<file path="src/rtl/core/zsbf_pkg.sv">
package zsbf_pkg;

	localparam int unsigned NPOS = 13;

	localparam int unsigned P_ZH0 = 0;
	localparam int unsigned P_ZH1 = 1;
	localparam int unsigned P_BK0 = 2;
	localparam int unsigned P_BK1 = 3;
	localparam int unsigned P_BK2 = 4;
	localparam int unsigned P_BK3 = 5;
	localparam int unsigned P_BK4 = 6;
	localparam int unsigned P_DAT = 7;
	localparam int unsigned P_TR0 = 8;
	localparam int unsigned P_TR1 = 9;
	localparam int unsigned P_TR2 = 10;
	localparam int unsigned P_TR3 = 11;
	localparam int unsigned P_OVR = 12;

	localparam logic [7:0]  ZLIB_CMF    = 8'h78;
	localparam logic [7:0]  ZLIB_FLG    = 8'h01;
	localparam logic [16:0] ADLER_MOD   = 17'd65521;
	localparam logic [15:0] BLOCK_MAX   = 16'hFFFF;
	localparam logic [15:0] ADLER_LO_INIT = 16'd1;
	localparam logic [15:0] ADLER_HI_INIT = 16'd0;

	typedef struct packed {
		logic        zhdr;
		logic        blk;
		logic        blk_last;
		logic [15:0] blk_len;
		logic        dat;
		logic [7:0]  dat_byte;
		logic        trl;
		logic [15:0] adl_hi;
		logic [15:0] adl_lo;
		logic        ovr;
	} cmd_t;

	function automatic logic [NPOS-1:0] cmd_mask(input cmd_t c);
		logic [NPOS-1:0] m;
		m = '0;
		m[P_ZH0] = c.zhdr;
		m[P_ZH1] = c.zhdr;
		m[P_BK0] = c.blk;
		m[P_BK1] = c.blk;
		m[P_BK2] = c.blk;
		m[P_BK3] = c.blk;
		m[P_BK4] = c.blk;
		m[P_DAT] = c.dat;
		m[P_TR0] = c.trl;
		m[P_TR1] = c.trl;
		m[P_TR2] = c.trl;
		m[P_TR3] = c.trl;
		m[P_OVR] = c.ovr;
		return m;
	endfunction

	function automatic logic [7:0] pos_byte(input cmd_t c, input int unsigned p);
		logic [7:0] b;
		unique case (p)
			P_ZH0: b = ZLIB_CMF;
			P_ZH1: b = ZLIB_FLG;
			P_BK0: b = {7'd0, c.blk_last};
			P_BK1: b = c.blk_len[7:0];
			P_BK2: b = c.blk_len[15:8];
			P_BK3: b = ~c.blk_len[7:0];
			P_BK4: b = ~c.blk_len[15:8];
			P_DAT: b = c.dat_byte;
			P_TR0: b = c.adl_hi[15:8];
			P_TR1: b = c.adl_hi[7:0];
			P_TR2: b = c.adl_lo[15:8];
			P_TR3: b = c.adl_lo[7:0];
			default: b = 8'd0;
		endcase
		return b;
	endfunction

endpackage

</file>
<file path="src/rtl/core/zsbf_front.sv">
module zsbf_front
	import zsbf_pkg::*;
(
	input  logic        clk,
	input  logic        arst_n,
	input  logic        cfg_we,
	input  logic [31:0] cfg_wdata,
	input  logic        accept,
	input  logic        func,
	input  logic [7:0]  data_byte,
	output cmd_t        cmd
);

	logic [31:0] total_q;
	logic [31:0] consumed_q;
	logic [15:0] blk_rem_q;
	logic [15:0] adl_lo_q;
	logic [15:0] adl_hi_q;
	logic        active_q;

	logic [31:0] consumed_d;
	logic [15:0] blk_rem_d;
	logic [15:0] adl_lo_d;
	logic [15:0] adl_hi_d;
	logic        active_d;

	logic        drop;
	logic        need_blk;
	logic [31:0] left;
	logic        left_small;
	logic [15:0] chunk;
	logic [16:0] lo_sum;
	logic [15:0] lo_new;
	logic [16:0] hi_sum;
	logic [15:0] hi_new;
	logic [31:0] consumed_inc;
	logic        closing;

	always_comb begin
		drop         = !active_q || (consumed_q >= total_q);
		need_blk     = (blk_rem_q == 16'd0);
		left         = total_q - consumed_q;
		left_small   = (left <= {16'd0, BLOCK_MAX});
		chunk        = left_small ? left[15:0] : BLOCK_MAX;
		lo_sum       = {1'b0, adl_lo_q} + {9'd0, data_byte};
		lo_new       = (lo_sum >= ADLER_MOD) ? 16'(lo_sum - ADLER_MOD) : lo_sum[15:0];
		hi_sum       = {1'b0, adl_hi_q} + {1'b0, lo_new};
		hi_new       = (hi_sum >= ADLER_MOD) ? 16'(hi_sum - ADLER_MOD) : hi_sum[15:0];
		consumed_inc = consumed_q + 32'd1;
		closing      = (consumed_inc == total_q);

		cmd        = '0;
		consumed_d = consumed_q;
		blk_rem_d  = blk_rem_q;
		adl_lo_d   = adl_lo_q;
		adl_hi_d   = adl_hi_q;
		active_d   = active_q;

		priority if (!func) begin
			cmd.zhdr   = 1'b1;
			consumed_d = 32'd0;
			blk_rem_d  = 16'd0;
			adl_lo_d   = ADLER_LO_INIT;
			adl_hi_d   = ADLER_HI_INIT;
			active_d   = 1'b1;
			if (total_q == 32'd0) begin
				cmd.blk      = 1'b1;
				cmd.blk_last = 1'b1;
				cmd.trl      = 1'b1;
				cmd.adl_lo   = ADLER_LO_INIT;
				cmd.adl_hi   = ADLER_HI_INIT;
				active_d     = 1'b0;
			end
		end else if (drop) begin
			cmd.ovr = 1'b1;
		end else begin
			cmd.blk      = need_blk;
			cmd.blk_last = left_small;
			cmd.blk_len  = chunk;
			cmd.dat      = 1'b1;
			cmd.dat_byte = data_byte;
			cmd.trl      = closing;
			cmd.adl_lo   = lo_new;
			cmd.adl_hi   = hi_new;
			adl_lo_d     = lo_new;
			adl_hi_d     = hi_new;
			consumed_d   = consumed_inc;
			blk_rem_d    = (need_blk ? chunk : blk_rem_q) - 16'd1;
			if (closing) begin
				active_d = 1'b0;
			end
		end
	end

	always_ff @(posedge clk or negedge arst_n) begin
		if (!arst_n) begin
			total_q    <= '0;
			consumed_q <= '0;
			blk_rem_q  <= '0;
			adl_lo_q   <= ADLER_LO_INIT;
			adl_hi_q   <= ADLER_HI_INIT;
			active_q   <= 1'b0;
		end else begin
			if (cfg_we) begin
				total_q <= cfg_wdata;
			end
			if (accept) begin
				consumed_q <= consumed_d;
				blk_rem_q  <= blk_rem_d;
				adl_lo_q   <= adl_lo_d;
				adl_hi_q   <= adl_hi_d;
				active_q   <= active_d;
			end
		end
	end

endmodule

</file>
<file path="src/rtl/core/zsbf_fifo.sv">
module zsbf_fifo
	import zsbf_pkg::*;
#(
	parameter int unsigned DEPTH = 4
) (
	input  logic clk,
	input  logic arst_n,
	input  logic wr_en,
	input  cmd_t wr_cmd,
	input  logic rd_en,
	output cmd_t rd_cmd,
	output logic is_empty,
	output logic is_full
);

	localparam int unsigned AW = (DEPTH > 1) ? $clog2(DEPTH) : 1;
	localparam int unsigned CW = $clog2(DEPTH + 1);

	cmd_t          mem_q [DEPTH];
	logic [AW-1:0] wr_ptr_q;
	logic [AW-1:0] rd_ptr_q;
	logic [CW-1:0] count_q;

	assign is_empty = (count_q == CW'(0));
	assign is_full  = (count_q == CW'(DEPTH));
	assign rd_cmd   = mem_q[rd_ptr_q];

	always_ff @(posedge clk) begin
		if (wr_en) begin
			mem_q[wr_ptr_q] <= wr_cmd;
		end
	end

	always_ff @(posedge clk or negedge arst_n) begin
		if (!arst_n) begin
			wr_ptr_q <= '0;
			rd_ptr_q <= '0;
			count_q  <= '0;
		end else begin
			if (wr_en) begin
				wr_ptr_q <= (wr_ptr_q == AW'(DEPTH - 1)) ? '0 : wr_ptr_q + AW'(1);
			end
			if (rd_en) begin
				rd_ptr_q <= (rd_ptr_q == AW'(DEPTH - 1)) ? '0 : rd_ptr_q + AW'(1);
			end
			if (wr_en && !rd_en) begin
				count_q <= count_q + CW'(1);
			end else if (rd_en && !wr_en) begin
				count_q <= count_q - CW'(1);
			end
		end
	end

endmodule

</file>
<file path="src/rtl/core/zsbf_back.sv">
module zsbf_back
	import zsbf_pkg::*;
(
	input  logic       clk,
	input  logic       arst_n,
	input  cmd_t       head,
	input  logic       head_valid,
	input  logic       pop,
	output logic       head_done,
	output logic [7:0] out_byte,
	output logic       last_of_run,
	output logic       stream_end,
	output logic       overrun
);

	logic [NPOS-1:0] done_q;
	logic [NPOS-1:0] remain;
	logic [NPOS-1:0] cur;
	logic            take;

	always_comb begin
		remain      = cmd_mask(head) & ~done_q;
		cur         = remain & (~remain + NPOS'(1));
		last_of_run = ((remain & (remain - NPOS'(1))) == '0);
		stream_end  = cur[P_TR3];
		overrun     = cur[P_OVR];
		out_byte    = 8'd0;
		for (int unsigned i = 0; i < NPOS; i++) begin
			if (cur[i]) begin
				out_byte = out_byte | pos_byte(head, i);
			end
		end
		take      = pop && head_valid;
		head_done = take && last_of_run;
	end

	always_ff @(posedge clk or negedge arst_n) begin
		if (!arst_n) begin
			done_q <= '0;
		end else if (take) begin
			done_q <= last_of_run ? '0 : (done_q | cur);
		end
	end

endmodule

</file>
<file path="src/rtl/core/zlib_stored_block_framer.sv">
// zlib stream framer with stored deflate blocks and Adler-32 trailer.
// Write total_length through cfg_we/cfg_wdata while the block is idle.
// Input side is a queue: a word is taken when push is high and full is low.
// func 0 opens a stream (zlib header 78 01); func 1 carries one data_byte.
// Output side is a queue: the oldest stream byte sits on out_byte while empty
// is low and leaves when pop is high. last_of_run marks the final byte caused
// by one input word, stream_end the last Adler-32 byte, overrun a dropped byte.
// The front classifies each word in its cycle of acceptance, updates the byte
// count and Adler-32 sums, and writes one command into a QUEUE_DEPTH deep
// queue; the back expands each command into 1 to 11 output bytes.
// A word's bytes show once its command is registered in the queue and reaches
// its head. Throughput: one input word per cycle while each yields one byte and
// pop stays high; a word with a block header yields 6 bytes, a closing one 4
// more, a start 2 (11 with zero length), limited by the single output byte port.
// Reset clears the queue, closes any stream and zeroes total_length.
// When pop stays low the queue fills and full rises; nothing is lost.
module zlib_stored_block_framer
	import zsbf_pkg::*;
#(
	parameter int unsigned QUEUE_DEPTH = 4
) (
	input  logic        clk,
	input  logic        arst_n,
	input  logic        cfg_we,
	input  logic [31:0] cfg_wdata,
	input  logic        push,
	output logic        full,
	input  logic        func,
	input  logic [7:0]  data_byte,
	output logic        empty,
	input  logic        pop,
	output logic [7:0]  out_byte,
	output logic        last_of_run,
	output logic        stream_end,
	output logic        overrun
);

	cmd_t front_cmd;
	cmd_t head_cmd;
	logic accept;
	logic head_done;

	assign accept = push && !full;

	zsbf_front u_front (
		.clk       (clk),
		.arst_n    (arst_n),
		.cfg_we    (cfg_we),
		.cfg_wdata (cfg_wdata),
		.accept    (accept),
		.func      (func),
		.data_byte (data_byte),
		.cmd       (front_cmd)
	);

	zsbf_fifo #(
		.DEPTH (QUEUE_DEPTH)
	) u_fifo (
		.clk      (clk),
		.arst_n   (arst_n),
		.wr_en    (accept),
		.wr_cmd   (front_cmd),
		.rd_en    (head_done),
		.rd_cmd   (head_cmd),
		.is_empty (empty),
		.is_full  (full)
	);

	zsbf_back u_back (
		.clk         (clk),
		.arst_n      (arst_n),
		.head        (head_cmd),
		.head_valid  (!empty),
		.pop         (pop),
		.head_done   (head_done),
		.out_byte    (out_byte),
		.last_of_run (last_of_run),
		.stream_end  (stream_end),
		.overrun     (overrun)
	);

endmodule
</file>
<file path="config.mk">
export PLATFORM = sky130hd
export DESIGN_NAME = zlib_stored_block_framer
export DESIGN_NICKNAME = d
export VERILOG_FILES = /design/src/rtl/core/zsbf_pkg.sv /design/src/rtl/core/zsbf_front.sv /design/src/rtl/core/zsbf_fifo.sv /design/src/rtl/core/zsbf_back.sv /design/src/rtl/core/zlib_stored_block_framer.sv
export SDC_FILE = /design/constraint.sdc
export NUM_CORES = 1
export LEC_CHECK = 0
export BUFFER_PORTS_ARGS = -buffer_cell sky130_fd_sc_hd__buf_2
export CORE_MARGIN = 5
export CORE_UTILIZATION = 40
export DETAILED_ROUTE_END_ITERATION = 10
export GPL_ROUTABILITY_DRIVEN = 0
export PLACE_DENSITY = 0.67
export SYNTH_ARGS = -nofsm -noshare
export SYNTH_HDL_FRONTEND = slang
export SYNTH_HIERARCHICAL = 1
export SYNTH_SLANG_ARGS = --single-unit
</file>
<file path="constraint.sdc">
create_clock -name clk -period 10.7 [get_ports clk]
set_input_delay 0.535 -clock clk [delete_from_list [all_inputs] [get_ports clk]]
set_output_delay 0.535 -clock clk [all_outputs]
set_load 0.03 [all_outputs]
</file>
==> results.tsv <==
metric	value	unit
post-CTS setup buffer count	0	
Seq pwr share	0.341	
first-iteration detailed-routing DRC count	1351	
final antenna-violating net count	0	
final WL	55900	um
IO Pins	59	
first-pass GRT wire length	89400	um
fin cells	2703	
# hold bufs at CTS	0	
DR vias/cell	5.90	
Compound-Gate Fraction of Synth Area	0.136	
fin crit share	0.771	
Seq cells post-synth	381	
Final Setup Violations	0	
Worst Hold Class	input port to async pin	
adder-cell share of the synthesized area	0.0434	
Mapped Area	21700	um2
initial antenna violation count	0	
final hold vios	0	
Layout area overhead	10.5	%
DR vias	16000	
xor and xnor area share after synthesis	0.0504	
maximum VDD drop	160	uV
crit start category	flop	
fillers	4901	
share of cells above drive strength 1	0.142	
Async SR Flop Fraction	0.349	
Synth warnings	6	
Clock Sinks	381	
Die Area	59100	um2
Num CTS Buffers	41	
CTS root buffer	clkbuf_16	
Tightest Pin Transition	1.02	ns
Slew HR	0.319	
syn_nets	2072	
CP max-delay cell	o41ai_4	
Initial DRT Pass Iterations	5	
Avg Cell Area, Syn	11.1	um2
Arrival @ worst endpoint	8.53	ns
max-cap viol count	0	
Worst Skew	0.0398	ns
power share of the clock group	0.245	
worst path required time	10.98	ns
Nets	2095	
DR WL/cell	20.7	um
crit end category	flop	
total track usage	0.185	
Pins Over Slew Limit	0	
maximum clock rate	0.121	GHz
post-synthesis mux area share	0.0873	
Comb power frac	0.414	
Post-Synth Simple-Gate Area	0.148	
Crit path largest cell delay	0.82	ns
Initial Util	0.404	
prevailing post-synth register cell	edfxtp_1	
Cells after Synth	1953	
# port buffers	58	
status	finished clean	
DP HPWL	38100	um
pwr dens	267	nW/um2
largest buffer count on any clock path	3	
DRC viols	0	
Crit Path Class	flop to flop	
Post-synth EDFFs	248	
net switching power	0.00249	W
vias in the first global route	16200	
Switching Share	0.389	
min Tclk post-route	8.25	ns
RSZ-0062 raised after global routing	no	
core area	53800	um2
clk slew on worst S/H paths	0.07	ns
worst skew pair latency	0.58	ns
crit-path max FO	15	
Post-Route Setup TNS	0	ns
DIE WIDTH	243	um
Pleak	8.87	nW
CTS resizes	0	
# placed instances	2629	
antenna diode count	0	
CTS tree	done	
register area share after synthesis	0.496	
largest family of logic cells by synthesized area	simple AND/OR/NAND/NOR gates	
Synth cell types	99	
die extent in y	243	um
largest net degree at the start of global routing	90	
Int Power	0.00391	W
GRT overflow	0	
H-tree depth	2	
row cnt	85	
[cells in the mapped netlist (27+ instances only)]
library cell / instances / area, um2
o21a_1: 28 / 210
mux4_2: 58 / 1310
o21ai_0: 151 / 756
a21oi_1: 84 / 420
nand2_1: 158 / 593
xor2_1: 49 / 429
nand4_1: 32 / 200
dfrtp_1: 132 / 3300
nand3_1: 54 / 270
mux2_2: 37 / 417
nor4_1: 27 / 169
nor3_1: 30 / 150
or3_1: 29 / 181
ha_1: 69 / 863
inv_1: 87 / 327
nor2_1: 181 / 679
xnor2_1: 76 / 666
edfxtp_1: 248 / 7450
clkbuf_1: 48 / 180
[per-layer routing]
layer  vias to the layer above  GRT usage  wire length (um)
met5                         -          0                 0
met4                         0     0.0569              1540
met3                       104     0.0296              3500
met2                       555      0.314             27000
met1                      7974      0.247             23900
li1                       7322          -                 -
[logic make-up after synthesis]
family | count (synthesis)
AND/OR/NAND/NOR | 636
multiplexers | 106
adder cells (fa/ha/maj) | 73
XOR/XNOR | 125
buffers and inverters | 181
flip-flops | 381
AO/OA/AOI/OAI | 451
[cells in the final DEF (no fill, tap or decap), drive strengths merged, types with 54 or more instances in the layout]
cell type  instances
a21oi             87
buf               73
dfrtp            132
edfxtp           248
ha                69
inv               89
mux4              62
nand2            158
nand3             54
nor2             181
o21ai            162
xnor2             76
[power groups by stage]
stage / clock (W) / combinational [W] / sequential [W]
finish: 0.00157 / 0.00265 / 0.00218
global route: 0.00166 / 0.00288 / 0.00222
CTS: 0.00160 / 0.00263 / 0.00219
detailed placement: 0 / 0.00261 / 0.00221
global placement: 0 / 0.00255 / 0.00219
floorplan: 0 / 0.00205 / 0.00208
[area by class of cell]
class,instances,area (um2),area share
clock buffers,48,1140,0.0473
inverters,88,330,0.0138
flip-flops and latches,381,10800,0.449
well taps,696,871,0.0363
clock inverters,26,370,0.0154
multi-input cells,1391,10100,0.421
repair buffers,73,409,0.0170
[worst paths after layout]
kind	startpoint	endpoint	slack, ns	cells past startpoint
worst max register to register	u_front/adl_lo_q[0]$_DFFE_PN1P_	u_fifo/mem_q[1][27]$_DFFE_PP_	2.45	26
worst min register to register	u_front/adl_lo_q[3]$_DFFE_PN0P_	u_front/adl_lo_q[3]$_DFFE_PN0P_	0.49	2
min in group clk	cfg_wdata[15]	u_front/total_q[15]$_DFFE_PN0P_	0.19	2
worst max-delay path	u_front/adl_lo_q[0]$_DFFE_PN1P_	u_fifo/mem_q[1][27]$_DFFE_PP_	2.45	26
max in group asynchronous	arst_n	u_fifo/rd_ptr_q[0]$_DFFE_PN0P_	9.30	2
worst min-delay path	arst_n	u_front/consumed_q[19]$_DFFE_PN0P_	0.04	1
[registers in the layout, indices dropped and copies added, names as in the netlist, 2 cells and up]
| register | cells |
|---|---|
| u_back/done_q | 13 |
| u_fifo/count_q | 3 |
| u_fifo/mem_q | 248 |
| u_fifo/rd_ptr_q | 2 |
| u_fifo/wr_ptr_q | 2 |
| u_front/adl_hi_q | 16 |
| u_front/adl_lo_q | 16 |
| u_front/blk_rem_q | 16 |
| u_front/consumed_q | 32 |
| u_front/total_q | 32 |
[worst max-delay path, delay by kind of cell (launching register included)]
family                     cells  cell delay, ns
AOI/OAI and AO/OA             11            3.60
and+or+nand+nor                9            2.50
adders and majority gates      3            0.88
DFF                            1            0.54
xor gates and xnor gates       1            0.26
buffers and inverters          2            0.17
[through the flow]
stage | area, um2 | hold slack [ns] | utilization | setup slack [ns] | power (W)
global placement | 22500 | 0.469 | 0.418 | 2.63 | 0.00474
global route | 24000 | 0.114 | 0.446 | 1.73 | 0.00676
floorplan | 21700 | 0.239 | - | 3.77 | 0.00413
finish | 24000 | 0.0430 | 0.446 | 2.45 | 0.00641
CTS | 24000 | 0.0531 | 0.446 | 2.54 | 0.00642
detailed placement | 22500 | 0.480 | 0.418 | 2.44 | 0.00482
Note: power is estimated with default switching activity, not from simulation.
